<file path="src/hdl/opl_pkg.sv">
`default_nettype none

package opl_pkg;

  // fixed field widths of the request and result channels
  localparam int unsigned KIND_W   = 2;
  localparam int unsigned PID_W    = 8;
  localparam int unsigned POS_W    = 8;
  localparam int unsigned STATUS_W = 2;

  // request kinds
  typedef enum logic [KIND_W-1:0] {
    KIND_APPEND = 2'd0,
    KIND_INSERT = 2'd1,
    KIND_POP    = 2'd2,
    KIND_REMOVE = 2'd3
  } kind_e_t;

  // result status codes
  typedef enum logic [STATUS_W-1:0] {
    ST_OK      = 2'd0,
    ST_FULL    = 2'd1,
    ST_MISSING = 2'd2
  } status_e_t;

  // operation broadcast to every cell of the row
  typedef enum logic [1:0] {
    CELL_HOLD   = 2'd0,
    CELL_INSERT = 2'd1,
    CELL_REMOVE = 2'd2
  } cell_op_e_t;

  // per-cell control: the operation and where the cell sits relative to the target
  typedef struct packed {
    cell_op_e_t op;
    logic       at;     // cell index equals target index
    logic       after;  // cell index is above target index
  } cell_ctrl_t;

endpackage

`default_nettype wire

</file>
<file path="src/hdl/opl_cell.sv">
`default_nettype none

module opl_cell #(
  parameter int unsigned PID_BITS = 8
) (
  input  wire logic                  clk,
  input  wire opl_pkg::cell_ctrl_t   ctrl,
  input  wire logic [PID_BITS-1:0]   new_pid,
  input  wire logic [PID_BITS-1:0]   left_q,
  input  wire logic [PID_BITS-1:0]   right_q,
  output logic      [PID_BITS-1:0]   q,
  output logic      [PID_BITS-1:0]   rd
);
  import opl_pkg::*;

  logic [PID_BITS-1:0] entry_r;
  logic [PID_BITS-1:0] entry_nxt;

  // insert: target loads the new pid, cells above take from below
  // remove: target and cells above take from the neighbor above
  always_comb begin
    entry_nxt = entry_r;
    case (ctrl.op)
      CELL_INSERT: begin
        if (ctrl.at) begin
          entry_nxt = new_pid;
        end else if (ctrl.after) begin
          entry_nxt = left_q;
        end
      end
      CELL_REMOVE: begin
        if (ctrl.at || ctrl.after) begin
          entry_nxt = right_q;
        end
      end
      default: begin
        entry_nxt = entry_r;
      end
    endcase
  end

  always_ff @(posedge clk) begin
    entry_r <= entry_nxt;
  end

  assign q  = entry_r;
  // only the target cell drives its value onto the read bus
  assign rd = ctrl.at ? entry_r : '0;

endmodule

`default_nettype wire

</file>
<file path="src/hdl/ordered_pid_list.sv">
// ordered_pid_list: bounded ordered list of process ids (scheduler ready queue).
// Request channel (in_valid/in_ready): in_kind selects append at tail, insert
// at a one-based clamped in_position, remove head, or remove at zero-based
// in_position. in_pid is the id to store; it is ignored for removals.
// Result channel (out_valid/out_ready): one result per request with
// out_status (ok, full, or missing: empty list or bad index), out_pid_out (removed id,
// zero otherwise) and out_count (entries after the request).
// The result is registered and appears in the cycle after the request is accepted.
// Throughput: one request per cycle while the result is taken. Every entry
// lives in its own cell of a shifting row, so each insert or removal shifts
// the row in place. A stalled receiver holds the result register; in_ready stays
// high as long as the result register is empty or being taken in the same cycle.
// Reset (rst_n low, synchronous) empties the list and drops any pending
// result; stored ids are not cleared and are never read before written.
`default_nettype none

module ordered_pid_list #(
  parameter int unsigned DEPTH    = 16,
  parameter int unsigned PID_BITS = 8,
  localparam int unsigned CNT_W   = $clog2(DEPTH + 1)
) (
  input  wire logic                            clk,
  input  wire logic                            rst_n,
  input  wire logic                            in_valid,
  output logic                                 in_ready,
  input  wire logic [opl_pkg::KIND_W-1:0]      in_kind,
  input  wire logic [opl_pkg::PID_W-1:0]       in_pid,
  input  wire logic [opl_pkg::POS_W-1:0]       in_position,
  output logic                                 out_valid,
  input  wire logic                            out_ready,
  output logic      [opl_pkg::STATUS_W-1:0]    out_status,
  output logic      [opl_pkg::PID_W-1:0]       out_pid_out,
  output logic      [CNT_W-1:0]                out_count
);
  import opl_pkg::*;

  // common width for index math over position and count
  localparam int unsigned IW = (CNT_W > POS_W) ? CNT_W : POS_W;

  logic [CNT_W-1:0]    used_r;
  logic [CNT_W-1:0]    used_nxt;
  logic                out_valid_r;
  logic                out_valid_nxt;
  logic [STATUS_W-1:0] out_status_r;
  logic [STATUS_W-1:0] out_status_nxt;
  logic [PID_W-1:0]    out_pid_r;
  logic [PID_W-1:0]    out_pid_nxt;
  logic [CNT_W-1:0]    out_count_r;
  logic [CNT_W-1:0]    out_count_nxt;

  logic          in_fire;
  kind_e_t       kind;
  logic [IW-1:0] pos_w;
  logic [IW-1:0] used_w;
  logic [IW-1:0] ins_pos;
  logic [IW-1:0] tgt;
  logic          is_ins;
  logic          is_full;
  logic          is_missing;
  cell_op_e_t    op;

  logic [PID_BITS-1:0] new_pid;
  logic [PID_BITS-1:0] cell_q  [DEPTH];
  logic [PID_BITS-1:0] cell_rd [DEPTH];
  logic [PID_BITS-1:0] rd_pid;

  assign in_fire  = in_valid && in_ready;
  assign in_ready = !out_valid_r || out_ready;
  assign kind     = kind_e_t'(in_kind);
  assign pos_w    = IW'(in_position);
  assign used_w   = IW'(used_r);
  assign new_pid  = PID_BITS'(in_pid);

  // target index and success checks
  always_comb begin
    ins_pos    = (pos_w <= IW'(1)) ? '0 : pos_w - IW'(1);
    tgt        = '0;
    is_ins     = 1'b0;
    is_missing = 1'b0;
    case (kind)
      KIND_APPEND: begin
        is_ins = 1'b1;
        tgt    = used_w;
      end
      KIND_INSERT: begin
        is_ins = 1'b1;
        tgt    = (ins_pos > used_w) ? used_w : ins_pos;
      end
      KIND_POP: begin
        tgt        = '0;
        is_missing = (used_r == '0);
      end
      KIND_REMOVE: begin
        tgt        = pos_w;
        is_missing = (pos_w >= used_w);
      end
      default: begin
        tgt = '0;
      end
    endcase
    is_full = is_ins && (used_r == CNT_W'(DEPTH));
  end

  // operation broadcast to the row; nothing moves on a refused request
  always_comb begin
    op = CELL_HOLD;
    if (in_fire && !is_full && !is_missing) begin
      op = is_ins ? CELL_INSERT : CELL_REMOVE;
    end
  end

  // row of cells, each linked to its neighbors
  for (genvar i = 0; i < DEPTH; i++) begin : g_cell
    cell_ctrl_t          ctrl;
    logic [PID_BITS-1:0] left_q;
    logic [PID_BITS-1:0] right_q;

    assign ctrl.op    = op;
    assign ctrl.at    = (tgt == IW'(i));
    assign ctrl.after = (tgt < IW'(i));

    if (i == 0) begin : g_first
      assign left_q = '0;
    end else begin : g_left
      assign left_q = cell_q[i-1];
    end

    if (i == DEPTH - 1) begin : g_last
      assign right_q = '0;
    end else begin : g_right
      assign right_q = cell_q[i+1];
    end

    opl_cell #(
      .PID_BITS (PID_BITS)
    ) u_cell (
      .clk     (clk),
      .ctrl    (ctrl),
      .new_pid (new_pid),
      .left_q  (left_q),
      .right_q (right_q),
      .q       (cell_q[i]),
      .rd      (cell_rd[i])
    );
  end

  // read bus: only the target cell contributes
  always_comb begin
    rd_pid = '0;
    for (int i = 0; i < DEPTH; i++) begin
      rd_pid = rd_pid | cell_rd[i];
    end
  end

  // count and result register next values
  always_comb begin
    used_nxt       = used_r;
    out_valid_nxt  = out_valid_r && !out_ready;
    out_status_nxt = out_status_r;
    out_pid_nxt    = out_pid_r;
    out_count_nxt  = out_count_r;
    case (op)
      CELL_INSERT: used_nxt = used_r + CNT_W'(1);
      CELL_REMOVE: used_nxt = used_r - CNT_W'(1);
      default:     used_nxt = used_r;
    endcase
    if (in_fire) begin
      out_valid_nxt = 1'b1;
      out_count_nxt = used_nxt;
      if (is_full) begin
        out_status_nxt = ST_FULL;
        out_pid_nxt    = '0;
      end else if (is_missing) begin
        out_status_nxt = ST_MISSING;
        out_pid_nxt    = '0;
      end else begin
        out_status_nxt = ST_OK;
        out_pid_nxt    = is_ins ? '0 : PID_W'(rd_pid);
      end
    end
  end

  // control registers
  always_ff @(posedge clk) begin
    if (!rst_n) begin
      used_r      <= '0;
      out_valid_r <= 1'b0;
    end else begin
      used_r      <= used_nxt;
      out_valid_r <= out_valid_nxt;
    end
  end

  // result payload
  always_ff @(posedge clk) begin
    out_status_r <= out_status_nxt;
    out_pid_r    <= out_pid_nxt;
    out_count_r  <= out_count_nxt;
  end

  assign out_valid   = out_valid_r;
  assign out_status  = out_status_r;
  assign out_pid_out = out_pid_r;
  assign out_count   = out_count_r;

  // count never passes the capacity
  a_used_bound: assert property (@(posedge clk) disable iff (!rst_n)
    used_r <= CNT_W'(DEPTH))
    else $error("entry count above capacity");

  // a refused request carries no pid
  a_fail_no_pid: assert property (@(posedge clk) disable iff (!rst_n)
    out_valid_r && (out_status_r != ST_OK) |-> (out_pid_r == '0))
    else $error("failed request returned a pid");

  // full is reported only at capacity
  a_full_count: assert property (@(posedge clk) disable iff (!rst_n)
    out_valid_r && (out_status_r == ST_FULL) |-> (out_count_r == CNT_W'(DEPTH)))
    else $error("full status below capacity");

  // every accepted request yields a result next cycle
  a_result: assert property (@(posedge clk) disable iff (!rst_n)
    in_fire |=> out_valid_r)
    else $error("accepted request produced no result");

  // count holds when no request is taken
  a_count_step: assert property (@(posedge clk) disable iff (!rst_n)
    !in_fire |=> $stable(used_r))
    else $error("count changed without a request");

endmodule

`default_nettype wire
</file>
<file path="config.mk">
export PLATFORM = sky130hd
export DESIGN_NAME = ordered_pid_list
export DESIGN_NICKNAME = d
export VERILOG_FILES = /design/src/hdl/opl_pkg.sv /design/src/hdl/opl_cell.sv /design/src/hdl/ordered_pid_list.sv
export SDC_FILE = /design/constraint.sdc
export NUM_CORES = 1
export LEC_CHECK = 0
export BUFFER_PORTS_ARGS = -buffer_cell sky130_fd_sc_hd__buf_2
export CAP_MARGIN = 20
export CORE_ASPECT_RATIO = 1.75
export CORE_MARGIN = 3
export CORE_UTILIZATION = 25
export DETAILED_ROUTE_END_ITERATION = 7
export HOLD_SLACK_MARGIN = 0.06
export SYNTH_ARGS = -nofsm -noshare
export SYNTH_HDL_FRONTEND = slang
export SYNTH_SLANG_ARGS = --single-unit
</file>
<file path="constraint.sdc">
create_clock -name clk -period 5.4 [get_ports clk]
set_input_delay 0.54 -clock clk [delete_from_list [all_inputs] [get_ports clk]]
set_output_delay 0.54 -clock clk [all_outputs]
set_load 0.01 [all_outputs]
</file>
Yosys cells after proc, flatten, opt, wreduce, memory -nomap -nowiden
Cells that the tools add are included.

word-level totals
  register bits after elaboration = 149
  bits in latches = 0
  memory bits (writable) = 0
  ROM bits = 0
  output and inout port bits = 17
  logic and storage cells = 249
  memories = 0

cells by class
  add/subtract/negate cells = 3
  multipliers = 0
  div/mod/pow operators = 0
  magnitude comparators = 19
  eq/ne operators = 53
  shifts and indexed selects = 0
  multiplexer cells = 90
  bitwise gates (word level) = 15
  reductions and logical operators = 48

operators with widths
  cell                 number
  $mux 8               66
  $pmux 8 s2           16
  $or 8x8->8           15
  $eq 8x4->1 const B   8
  $lt 8x4->1 const B   8
  $ne 3x1->1 const B   16
  $reduce_and 3->1     16
  $eq 8x3->1 const B   4
  $lt 8x3->1 const B   4
  $ne 2x1->1 const B   16
  $pmux 8 s4           1
  $logic_or 1x1->1     17
  $eq 8x2->1 const B   2
  $lt 8x1->1 const B   2
  $lt 8x2->1 const B   2
  $pmux 5 s2           1
  $eq 8x1->1 const B   1
  $ge 8x5->1           1
  $gt 8x5->1           1
  $le 8x1->1 const B   1
  $logic_not 8->1      1
  $sub 8x1->8 const B  1
  $eq 2x2->1 const B   3
  $mux 2               3
  13 further kinds     22

Depth between registers and ports, before layout
Gate-level depths: netlist of run 1.

  depth after elaboration = 22
  gate-level depth with buffers = 21

Modules after synthesis
A second synthesis of run 1 with hierarchy kept.

second synthesis, totals
  cells, all modules = 872
  area total of the unflattened synthesis = 10742.8 um2

by module, submodules not included
  module            times used  cells each  area an instance (um2)  seq. area each (um2)
  opl_cell          16          39          540.5                   240.2
  ordered_pid_list  1           248         2094.5                  570.5

Least setup slack after synthesis of run 1
OpenSTA, ideal clock, no wires.

  kind = input-to-reg
  start point = input port in_position[5] in the netlist's numbering
  end point = register g_cell[5].u_cell.entry_r[0] (enable)
  setup time = 0.375 ns
  data arrival time = 4.845 ns
  data required time = 5.025 ns
  slack = 0.180 ns
  cell stages on the path = 16
  buffers on the path = 3
  cells stage by stage = or4_4 nor4_2 nor2_1 ha_1 a2111oi_0 a21o_1 buf_2 a21oi_1 or2_2 clkbuf_1 or2_2 clkbuf_1 inv_1 nand2_1 a21oi_1 o21bai_1

between the ends
  cells in the longest elaborated chain, start to end = 9
  elaborated cells between the ends (all ways) = 20

ends and longest elaborated chain
  what                                              RTL line                                          RTL
  start: declaration                                ordered_pid_list.sv:28                            input wire logic [opl_pkg::POS_W-1:0] in_position,
  $sub 8x1->8 / $le 8x1->1 (equally long branches)  ordered_pid_list.sv:76                            ins_pos = (pos_w <= IW'(1)) ? '0 : pos_w - IW'(1);
  $mux 8                                            ordered_pid_list.sv:76
  $gt 8x5->1                                        ordered_pid_list.sv:87                            tgt = (ins_pos > used_w) ? used_w : ins_pos;
  $mux 8                                            ordered_pid_list.sv:87
  $pmux 8 s4                                        ordered_pid_list.sv:80                            case (kind)
  $lt 8x3->1 / $eq 8x3->1 (equally long branches)   ordered_pid_list.sv:120, ordered_pid_list.sv:119
  $logic_or 1x1->1                                  opl_cell.sv:32                                    if (ctrl.at || ctrl.after) begin
  $ne 2x1->1 (no source line)                       n/a
  $reduce_and 3->1 (no source line) (*)             n/a
  end signal: assignment                            opl_cell.sv:43                                    entry_r <= entry_nxt;
  end: declaration                                  opl_cell.sv:16                                    logic [PID_BITS-1:0] entry_r;

Every way passes the cells marked *; elsewhere a longest branch is shown, timed or not.
A chain may end at the register's enable or synchronous reset.

Worst setup path after layout of run 1
  start point = input port in_position[1] in the netlist's numbering
  end point = register out_pid_r[0], in the netlist out_pid_out[0], data pin

between the ends
  cells in the longest elaborated chain, start to end = 22
  elaborated cells between the ends (all ways) = 56

ends and longest elaborated chain
  what                                                  RTL line                 RTL
  $sub 8x1->8 / $le 8x1->1 (equally long branches)      ordered_pid_list.sv:76
  $mux 8                                                ordered_pid_list.sv:76
  $gt 8x5->1                                            ordered_pid_list.sv:87
  $mux 8                                                ordered_pid_list.sv:87
  $pmux 8 s4                                            ordered_pid_list.sv:80
  $eq 8x1->1 / $logic_not 8->1 (equally long branches)  ordered_pid_list.sv:119  assign ctrl.at = (tgt == IW'(i));
  $mux 8                                                opl_cell.sv:48           assign rd = ctrl.at ? entry_r : '0;
  $or 8x8->8 (15 in series)                             ordered_pid_list.sv:151  rd_pid = rd_pid | cell_rd[i];
  end signal: assignment                                ordered_pid_list.sv:197  out_pid_r <= out_pid_nxt;
  end: declaration                                      ordered_pid_list.sv:46   logic [PID_W-1:0] out_pid_r;

Parallel ways exist; a longest one is shown, timed or not.

==> results_dict.tcl, run 1 <==
set metrics [dict create \
    status "finished, final reports clean" \
    boundaryPins 39 \
    crit_type "in2reg" \
    tns_ns 0 \
    final_common_cell "nand2_1" \
    grt_pass1_wl_um 45300 \
    cts_resized 0 \
    drt_first_pass_iters 5 \
    worst_clock_skew_ns 0.00975 \
    syn_inst 905 \
    cts-root-buf "clkbuf_16" \
    rsz0062_at_grt "no" \
    grt_pass1_vias 7478 \
    die_w_um 152 \
    antennaDiodeCount 0 \
    synth_top_family_by_area "multiplexers" \
    yosysSeqAreaShare_pct 47.1 \
    cts_made_buffers 17 \
    drive_above_1_share_pct 17.7 \
    required_ns 5.57 \
    synth_area_mm2 0.00937 \
    max_slew.worst_pin.slew_ns 0.761 \
    yosys.area_share.simple_pct 13.9 \
    drtIter0Drc 664 \
    timing.critical_path.buf_inv 4 \
    max_stage_delay_ns 0.59 \
    cts-hold-fix-buffers 0 \
    gp_congestion 0.914 \
    layout.nets 991 \
    grt-ovfl-total 0 \
    post-route-period-util_pct 93.8 \
    place_hpwl_um 22800 \
    wl_um 29800 \
    whs_path_depth 3 \
    fmax_mhz 197 \
    cp-end-kind "flop" \
    placementRows 93 \
    htree_levels 4 \
    grt_max_degree 154 \
    startpoint_type "primary input" \
    hold_path.class "in2reg" \
    insertion_delay_ns 0.45 \
    path_clk_slew_ns 0.06 \
    irDropWorstVdd_uv 257 \
    syn_area_per_cell_um2 10.4 \
    path_delay_family "compound AO/OA/AOI/OAI gates" \
    slew_viol_final 0 \
    antenna_found_initial 1 \
    slew_headroom_pct 49.0 \
    routedWlPerCell_um 20.7 \
    start_util_pct 25.4 \
    ys_ff_latch 149 \
    die_h_um 262 \
    synthMuxAreaShare_pct 16.7 \
    synthAdderAreaFrac_pct 2.22 \
    r2r-start "used_r[3]" \
    layout_common_cells "nand2_1, mux2i_1, edfxtp_1" \
    leakagePower_uw 0.00421 \
    fillers 3802 \
    p_per_area_mw_per_mm2 304 \
    hold_violations 0 \
    io_buffers 38 \
    post_cts.repair.setup_buffers 0 \
    final_cell_area_mm2 0.0109 \
    dp_slack_ns -0.0691 \
    reg2regPathDepth 14 \
    setup_viol 0 \
    cp_cell_sequence "buf_2 -> inv_1 -> ha_1 -> or3b_2 -> nor3_1 -> a21o_1 -> ha_1 -> o32ai_1 -> a21oi_1 -> o41ai_1 -> or3_1 -> buf_12 -> nor4_4 -> buf_4 -> a22oi_1 -> o21ai_0 -> nor4_1 -> a21oi_1" \
    drc 0 \
    async_reset_ff_share_pct 0 \
    synthXorXnorAreaFrac_pct 0.561 \
    place_area_mm2 0.0103 \
    whs_endpoint "out_valid" \
    synth-compound-area-share_pct 15.7 \
    numClockSinks 149 \
    yosysWarningCount 0 \
    cts_tree "done" \
    core-area_mm2 0.0369 \
    r2r-end "out_pid_out[0]" \
    cp.arrival_ns 5.24 \
    critPathSlowestCell "o41ai_1" \
    die-area_mm2 0.0399 \
    worst-r2r-setup-slack_ns 1.02 \
    yosys_most_used_dff "edfxtp_1" \
    synth_nets 943 \
    track_usage_pct 14.9 \
    min_period_ns 5.07 \
    timing.final.ws_setup_ns 0.333 \
    antenna_left 0 \
    maxCapViolations 0 \
    viasPerCell 5.15 \
    ctsLongestPathBuffers 2 \
    area_growth_pct 16.1 \
    crit_fanout 14 \
    ys_types 73 \
    min-delay-start "in_valid" \
    synth_edf_count 143 \
    vias 7420 \
]
==> cell usage after synthesis, types with 3 or more instances <==
library cell	n	share of area, %
nand2_1	161	6.5
mux2i_1	146	16
edfxtp_1	143	46
o21ai_0	95	5.1
clkbuf_1	39	1.6
a21oi_1	31	1.7
nor2_1	30	1.2
o21ai_1	27	1.4
inv_1	16	0.64
ha_1	15	2.0
and2_1	10	0.67
mux2_2	9	1.1
buf_2	8	0.43
nand2b_1	8	0.53
nand3_1	8	0.43
a211oi_1	7	0.56
a21o_1	7	0.56
a22o_1	6	0.56
a32o_1	6	0.64
buf_4	6	0.48
dfxtp_1	6	1.3
nor4_1	6	0.40
o21bai_1	6	0.48
o22ai_1	6	0.40
buf_6	5	0.60
nand2_2	5	0.33
nor2_2	5	0.33
nor3_1	5	0.27
o32ai_1	5	0.47
a31oi_1	4	0.27
nor2_4	4	0.48
or2_2	4	0.27
xnor2_1	4	0.37
a211o_1	3	0.28
a221oi_1	3	0.28
a22oi_1	3	0.24
a311oi_1	3	0.28
nand3_2	3	0.32
nor3_2	3	0.32
nor4_4	3	0.68
==> cells by family after synthesis <==
group | Yosys count
fa+ha+maj | 16
flops | 149
compound gates | 233
mux | 155
simple gates | 269
xor+xnor | 6
buf+inv | 77
==> through the flow <==
step | hold slack (ns) | total power [µW] | util [%] | std cells
2_1_floorplan | 0.522 | 1880 | - | 905
3_3_place_gp | 0.524 | 2120 | 27.9 | 1409
3_5_place_dp | 0.530 | 2130 | 27.9 | 1409
4_1_cts | 0.326 | 3330 | 29.5 | 1441
5_1_grt | 0.344 | 3430 | 29.5 | 1441
6_report | 0.344 | 3310 | 29.5 | 1441
==> final cells by class <==
cell class / count / area (µm²) / share of cell area, %
clock buffers: 18 / 429 / 3.95
inverters: 17 / 68.8 / 0.633
multi-input cells: 679 / 4610 / 42.4
clock inverters: 14 / 151 / 1.39
repair buffers: 89 / 611 / 5.61
flip-flops and latches: 149 / 4410 / 40.6
well taps: 475 / 594 / 5.46
==> sequential cells by signal (all words and copies together) (netlist names) <==
register	flops
out_pid_out	8
out_count	5
g_cell.u_cell.q	128
out_status	2
used_r	5
out_valid	1
==> worst max path at each step <==
| stage | start | end | cells past startpoint |
|---|---|---|---|
| finish | in_position[1] | out_pid_out[0] | 18 |
| global route | in_position[5] | out_pid_out[0] | 17 |
| CTS | in_position[1] | out_pid_out[0] | 18 |
| detailed placement | in_position[1] | out_pid_out[0] | 18 |
| global placement | in_position[1] | out_pid_out[0] | 18 |
| floorplan | in_position[5] | g_cell[5].u_cell.q[0] | 16 |
==> power by group <==
group | internal (µW) | switching (µW) | total (µW)
Sequential | 1400 | 79.6 | 1480
Clock | 682 | 516 | 1200
Combinational | 231 | 397 | 629
Total | 2320 | 993 | 3310
==> worst min-delay path, delay by kind of cell <==
kind	cells	cell delay [ns]
buffers and inverters	2	0.14
AOI/OAI and AO/OA	1	0.06
==> per-layer routing <==
metal,global-route usage [%],wire (µm),vias to the layer above
met5,0,0,-
met4,10.1,2070,0
met3,3.34,1330,112
met2,28.5,16200,281
met1,14.2,10200,3566
li1,-,-,3461
(Power assumes the default switching activity.)
==> run 2: changes to the inputs <==
==> constraint.sdc (replaced) <==
create_clock -name clk -period 5.7 [get_ports clk]
set_input_delay 0.57 -clock clk [delete_from_list [all_inputs] [get_ports clk]]
set_output_delay 0.57 -clock clk [all_outputs]
set_load 0.01 [all_outputs]
==> results_dict.tcl, run 2 (synthesized netlist as in run 1, its figures left out) <==
set metrics [dict create \
    status "finished, final reports clean" \
    setup_viol 0 \
    cp.arrival_ns 5.25 \
    viasPerCell 5.11 \
    tns_ns 0 \
    grt_pass1_vias 7417 \
    switchingPower_uw 932 \
    htree_levels 4 \
    boundaryPins 39 \
    insertion_delay_ns 0.45 \
    routedWlPerCell_um 20.7 \
    r2r-start "used_r[3]" \
    antenna_found_initial 1 \
    worst-r2r-setup-slack_ns 1.33 \
    hold_path.class "in2reg" \
    p_per_area_mw_per_mm2 292 \
    min-delay-start "in_valid" \
    dp_slack_ns 0.204 \
    crit_fanout 13 \
    vias 7323 \
    grt_max_degree 241 \
    largest_register_ffs 128 \
    required_ns 5.87 \
    path_clk_slew_ns 0.06 \
    drtIter0Drc 692 \
    pwr-share-seq_pct 44.5 \
    whs_path_depth 3 \
    drc 0 \
    maxCapViolations 0 \
    cts_resized 0 \
    post-route-period-util_pct 89.1 \
    crit_type "in2reg" \
    slew_headroom_pct 24.0 \
    grt_pass1_wl_um 45000 \
    ctsLongestPathBuffers 2 \
    wl_um 29700 \
    max_slew.worst_pin.slew_ns 1.14 \
    p_comb_share_pct 18.3 \
    slew_viol_final 0 \
    rsz0062_at_grt "no" \
    cp-end-kind "flop" \
    switching_share_pct 29.5 \
    numClockSinks 149 \
    hold_violations 0 \
    grt-ovfl-total 0 \
    layout.nets 983 \
    drive_above_1_share_pct 17.1 \
    area_growth_pct 15.5 \
    worst_clock_skew_ns 0.0103 \
    clockPowerShare_pct 37.2 \
    die-area_mm2 0.0399 \
    startpoint_type "primary input" \
    min_period_ns 5.08 \
    place_hpwl_um 22700 \
    cts-root-buf "clkbuf_16" \
    drt_first_pass_iters 5 \
    reg2regPathDepth 13 \
    cts_tree "done" \
    leakagePower_uw 0.00417 \
    track_usage_pct 14.8 \
    irDropWorstVdd_uv 241 \
    die_h_um 262 \
    antenna_left 0 \
    die_w_um 152 \
    layout_common_cells "nand2_1, mux2i_1, edfxtp_1" \
    antennaDiodeCount 0 \
    placementRows 93 \
    cts_made_buffers 17 \
    io_buffers 38 \
    start_util_pct 25.4 \
    post_cts.repair.setup_buffers 0 \
    final_common_cell "nand2_1" \
    r2r-end "out_pid_out[0]" \
    intPower_uw 2230 \
    fmax_mhz 197 \
    gp_congestion 0.940 \
    whs_endpoint "out_valid" \
    cts-hold-fix-buffers 0 \
    timing.final.ws_setup_ns 0.618 \
    core-area_mm2 0.0369 \
]
run 2: per-stage QoR:
step / instances / total power, µW / area [µm²] / hold WS, ns / util (%)
2_1_floorplan: 905 / 1780 / 9370 / 0.522 / -
3_3_place_gp: 1401 / 1990 / 10200 / 0.520 / 27.7
3_5_place_dp: 1401 / 2000 / 10200 / 0.530 / 27.7
4_1_cts: 1433 / 3180 / 10800 / 0.352 / 29.3
5_1_grt: 1433 / 3280 / 10800 / 0.383 / 29.3
6_report: 1433 / 3160 / 10800 / 0.374 / 29.3
run 2: power groups by stage:
stage,clock [µW],combinational (µW),sequential [µW]
after floorplan,0,382,1400
after global placement,0,566,1430
after detailed placement,0,573,1430
after CTS,1200,575,1400
after global routing,1240,627,1410
final,1170,579,1410
run 2: routing by layer:
metal | up-vias | wire, µm | GRT usage [%]
met3 | 89 | 1220 | 2.65
li1 | 3454 | - | -
met4 | 0 | 1510 | 8.07
met1 | 3538 | 10500 | 14.5
met2 | 242 | 16500 | 29.0
met5 | - | 0 | 0
run 2: worst max-delay path by stage:
| stage | from | cells after the start | end |
|---|---|---|---|
| 2_1_floorplan | in_position[5] | 16 | g_cell[5].u_cell.q[0] |
| 3_3_place_gp | in_position[1] | 17 | out_pid_out[0] |
| 3_5_place_dp | in_position[1] | 17 | out_pid_out[0] |
| 4_1_cts | in_position[5] | 16 | out_pid_out[0] |
| 5_1_grt | in_position[5] | 16 | out_pid_out[0] |
| 6_report | in_position[1] | 17 | out_pid_out[0] |
run 2: cell type report:
type | instances | area (µm²)
Fill cell | 3791 | 26100
Clock buffer | 18 | 429
Inverter | 17 | 68.8
Timing Repair Buffer | 81 | 526
Sequential cell | 149 | 4410
Multi-Input combinational cell | 679 | 4610
Tap cell | 475 | 594
Clock inverter | 14 | 176
run 2: worst max-delay path, cell delays in order:
cell	delay, ns
buf_2	0.16
inv_1	0.09
ha_1	0.27
or3b_2	0.48
nor3_1	0.15
a21o_1	0.14
ha_1	0.26
o32ai_1	0.44
a21oi_1	0.14
o41ai_1	0.54
or3_1	0.62
nor4_4	0.08
buf_4	0.25
a22oi_1	0.29
o21ai_0	0.13
nor4_1	0.48
a21oi_1	0.15
==> run 3: changes to the inputs <==
--- a/config.mk
+++ b/config.mk
@@ -5,11 +5,13 @@
 export SDC_FILE = /design/constraint.sdc
 export NUM_CORES = 1
 export LEC_CHECK = 0
+export ABC_AREA = 1
 export BUFFER_PORTS_ARGS = -buffer_cell sky130_fd_sc_hd__buf_2
 export CAP_MARGIN = 20
 export CORE_ASPECT_RATIO = 1.75
 export CORE_MARGIN = 3
 export CORE_UTILIZATION = 25
+export CTS_CLUSTER_SIZE = 16
 export DETAILED_ROUTE_END_ITERATION = 7
 export HOLD_SLACK_MARGIN = 0.06
 export SYNTH_ARGS = -nofsm -noshare
==> results_dict.tcl, run 3 <==
set metrics [dict create \
    status "finished, final reports clean" \
    gp_congestion 0.894 \
    synth_top_area_share_pct 45.5 \
    core-area_mm2 0.0370 \
    synth_nets 1251 \
    antenna_left 0 \
    rsz0062_at_grt "no" \
    r2r-end "g_cell[14].u_cell.q[1]" \
    irDropWorstVdd_uv 176 \
    synth_edf_count 143 \
    hold_violations 0 \
    drc 0 \
    async_reset_ff_share_pct 0 \
    yosysWarningCount 0 \
    placementRows 93 \
    grt_pass1_vias 8455 \
    worst_clock_skew_ns 0.0102 \
    switchingPower_uw 1020 \
    worst-r2r-setup-slack_ns 1.85 \
    leakagePower_uw 0.00444 \
    place_area_mm2 0.0101 \
    cts-hold-fix-buffers 0 \
    pwr-share-seq_pct 45.2 \
    start_util_pct 25.5 \
    die_w_um 153 \
    cts_made_buffers 17 \
    r2r-start "used_r[1]" \
    cts-root-buf "clkbuf_16" \
    ys_ff_latch 149 \
    grt_pass1_wl_um 47700 \
    place_hpwl_um 22300 \
    whs_endpoint "used_r[4]" \
    insertion_delay_ns 0.44 \
    syn_inst 1213 \
    setup_viol 0 \
    layout.nets 1264 \
    drt_first_pass_iters 5 \
    final_cell_area_mm2 0.0106 \
    startpoint_type "primary input" \
    tns_ns 0 \
    intPower_uw 2120 \
    post-route-period-util_pct 76.4 \
    cts_tree "done" \
    p_comb_share_pct 20.0 \
    finalPower_uw 3140 \
    switching_share_pct 32.4 \
    grt_max_degree 103 \
    holdWs_ns 0.353 \
    drtIter0Drc 797 \
    yosysSeqAreaShare_pct 46.8 \
    min-delay-start "rst_n" \
    drive_above_1_share_pct 10.4 \
    vias 8617 \
    die_h_um 263 \
    utilization_pct 28.8 \
    whs_path_depth 2 \
    fmax_mhz 230 \
    io_buffers 38 \
    htree_levels 4 \
    cts_resized 0 \
    clockPowerShare_pct 34.8 \
    min_period_ns 4.36 \
    slew_viol_final 0 \
    die-area_mm2 0.0402 \
    hold_path.class "in2reg" \
    post_cts.repair.setup_buffers 0 \
    yosys_most_used_dff "edfxtp_1" \
    cp-end-kind "flop" \
    wl_um 30700 \
    viasPerCell 5.03 \
    reg2regPathDepth 16 \
    antenna_found_initial 0 \
    synthTopCellsByCount "nand2_1, o21ai_0, edfxtp_1, nand3_1, a21oi_1" \
    crit_type "in2reg" \
    ctsLongestPathBuffers 2 \
    path_clk_slew_ns 0.07 \
    grt-ovfl-total 0 \
    required_ns 5.77 \
    routedWlPerCell_um 17.9 \
    crit_fanout 17 \
    maxCapViolations 0 \
    antennaDiodeCount 0 \
    largest_register_ffs 128 \
    layout_common_cells "nand2_1, o21ai_0, edfxtp_1" \
    cp.arrival_ns 4.42 \
    yosysMostFrequentCell "nand2_1" \
    track_usage_pct 15.0 \
    p_per_area_mw_per_mm2 295 \
    syn_area_per_cell_um2 7.78 \
    slew_headroom_pct 30.5 \
    synth_area_mm2 0.00944 \
    max_slew.worst_pin.slew_ns 1.04 \
    area_growth_pct 12.8 \
    final_common_cell "nand2_1" \
    synth.top_cells.by_area "edfxtp_1, nand2_1, o21ai_0, nand3_1, a21oi_1" \
    ys_types 37 \
    boundaryPins 39 \
    yosys.area.top_type "edfxtp_1" \
    numClockSinks 149 \
]
-- run 3: power by group through the flow --
| stage | clock [µW] | combinational, µW | sequential, µW |
|---|---|---|---|
| after floorplan | 0 | 416 | 1410 |
| after global placement | 0 | 611 | 1440 |
| after detailed placement | 0 | 620 | 1440 |
| after CTS | 1100 | 623 | 1420 |
| after global routing | 1140 | 694 | 1430 |
| final | 1090 | 627 | 1420 |
-- run 3: area by class of cell --
type / count / area, µm²
Fill cell: 4004 / 26400
Sequential cell: 149 / 4410
Multi-Input combinational cell: 883 / 4290
Tap cell: 475 / 594
Clock buffer: 18 / 429
Inverter: 114 / 428
Timing Repair Buffer: 61 / 363
Clock inverter: 14 / 125
-- run 3: worst max-delay path, stage by stage --
cell     delay (ns)
buf_2          0.11
inv_1          0.09
ha_1           0.27
o21a_1         0.19
nand2_2        0.13
inv_1          0.05
or2_1          0.22
inv_1          0.06
ha_1           0.23
a21oi_1        0.15
o21ai_0        0.09
nand2_1        0.06
nand2_1        0.04
nand2_1        0.20
nand2_2        0.12
nand2_1        0.07
nand3_1        0.08
nand2_2        0.17
inv_2          0.07
nor2_4         0.29
nand2_2        0.29
o22ai_1        0.87
-- run 3: how the worst max path moves through the flow --
| stage | start | endpoint | slack (ns) | cells past startpoint |
|---|---|---|---|---|
| 3_5_place_dp | in_position[0] | g_cell[14].u_cell.q[2] | 0.88 | 22 |
| 3_3_place_gp | in_position[0] | g_cell[14].u_cell.q[2] | 0.88 | 22 |
| 5_1_grt | in_position[0] | g_cell[14].u_cell.q[7] | 0.96 | 22 |
| 2_1_floorplan | in_position[0] | g_cell[6].u_cell.q[0] | 0.90 | 23 |
| 4_1_cts | in_position[0] | g_cell[14].u_cell.q[1] | 1.30 | 22 |
| 6_report | in_position[0] | g_cell[14].u_cell.q[1] | 1.34 | 22 |
-- run 3: cell families (layout without fill, tap and decap cells) --
group / count (synthesis) / count (layout) / share of synthesized area, %
AOI/OAI and AO/OA: 315 / 315 / 17.3
xor gates and xnor gates: 6 / 6 / 0.557
adders and majority gates: 16 / 16 / 2.20
buffers and inverters: 181 / 207 / 7.86
DFF: 149 / 149 / 46.8
and+or+nand+nor: 546 / 546 / 25.3
-- run 3: per-stage QoR --
step / worst slack [ns] / instances
after floorplan: 0.903 / 1213
after global placement: 0.875 / 1682
after detailed placement: 0.878 / 1682
after CTS: 1.30 / 1714
after global routing: 0.961 / 1714
final: 1.34 / 1714
-- run 3: per-layer routing --
layer | global-route usage [%] | wire length [µm] | vias to the layer above
met5 | 0 | 0 | -
met4 | 11.7 | 2210 | 0
met3 | 1.97 | 1580 | 106
met2 | 26.7 | 15900 | 388
met1 | 15.8 | 11000 | 3966
li1 | - | - | 4157
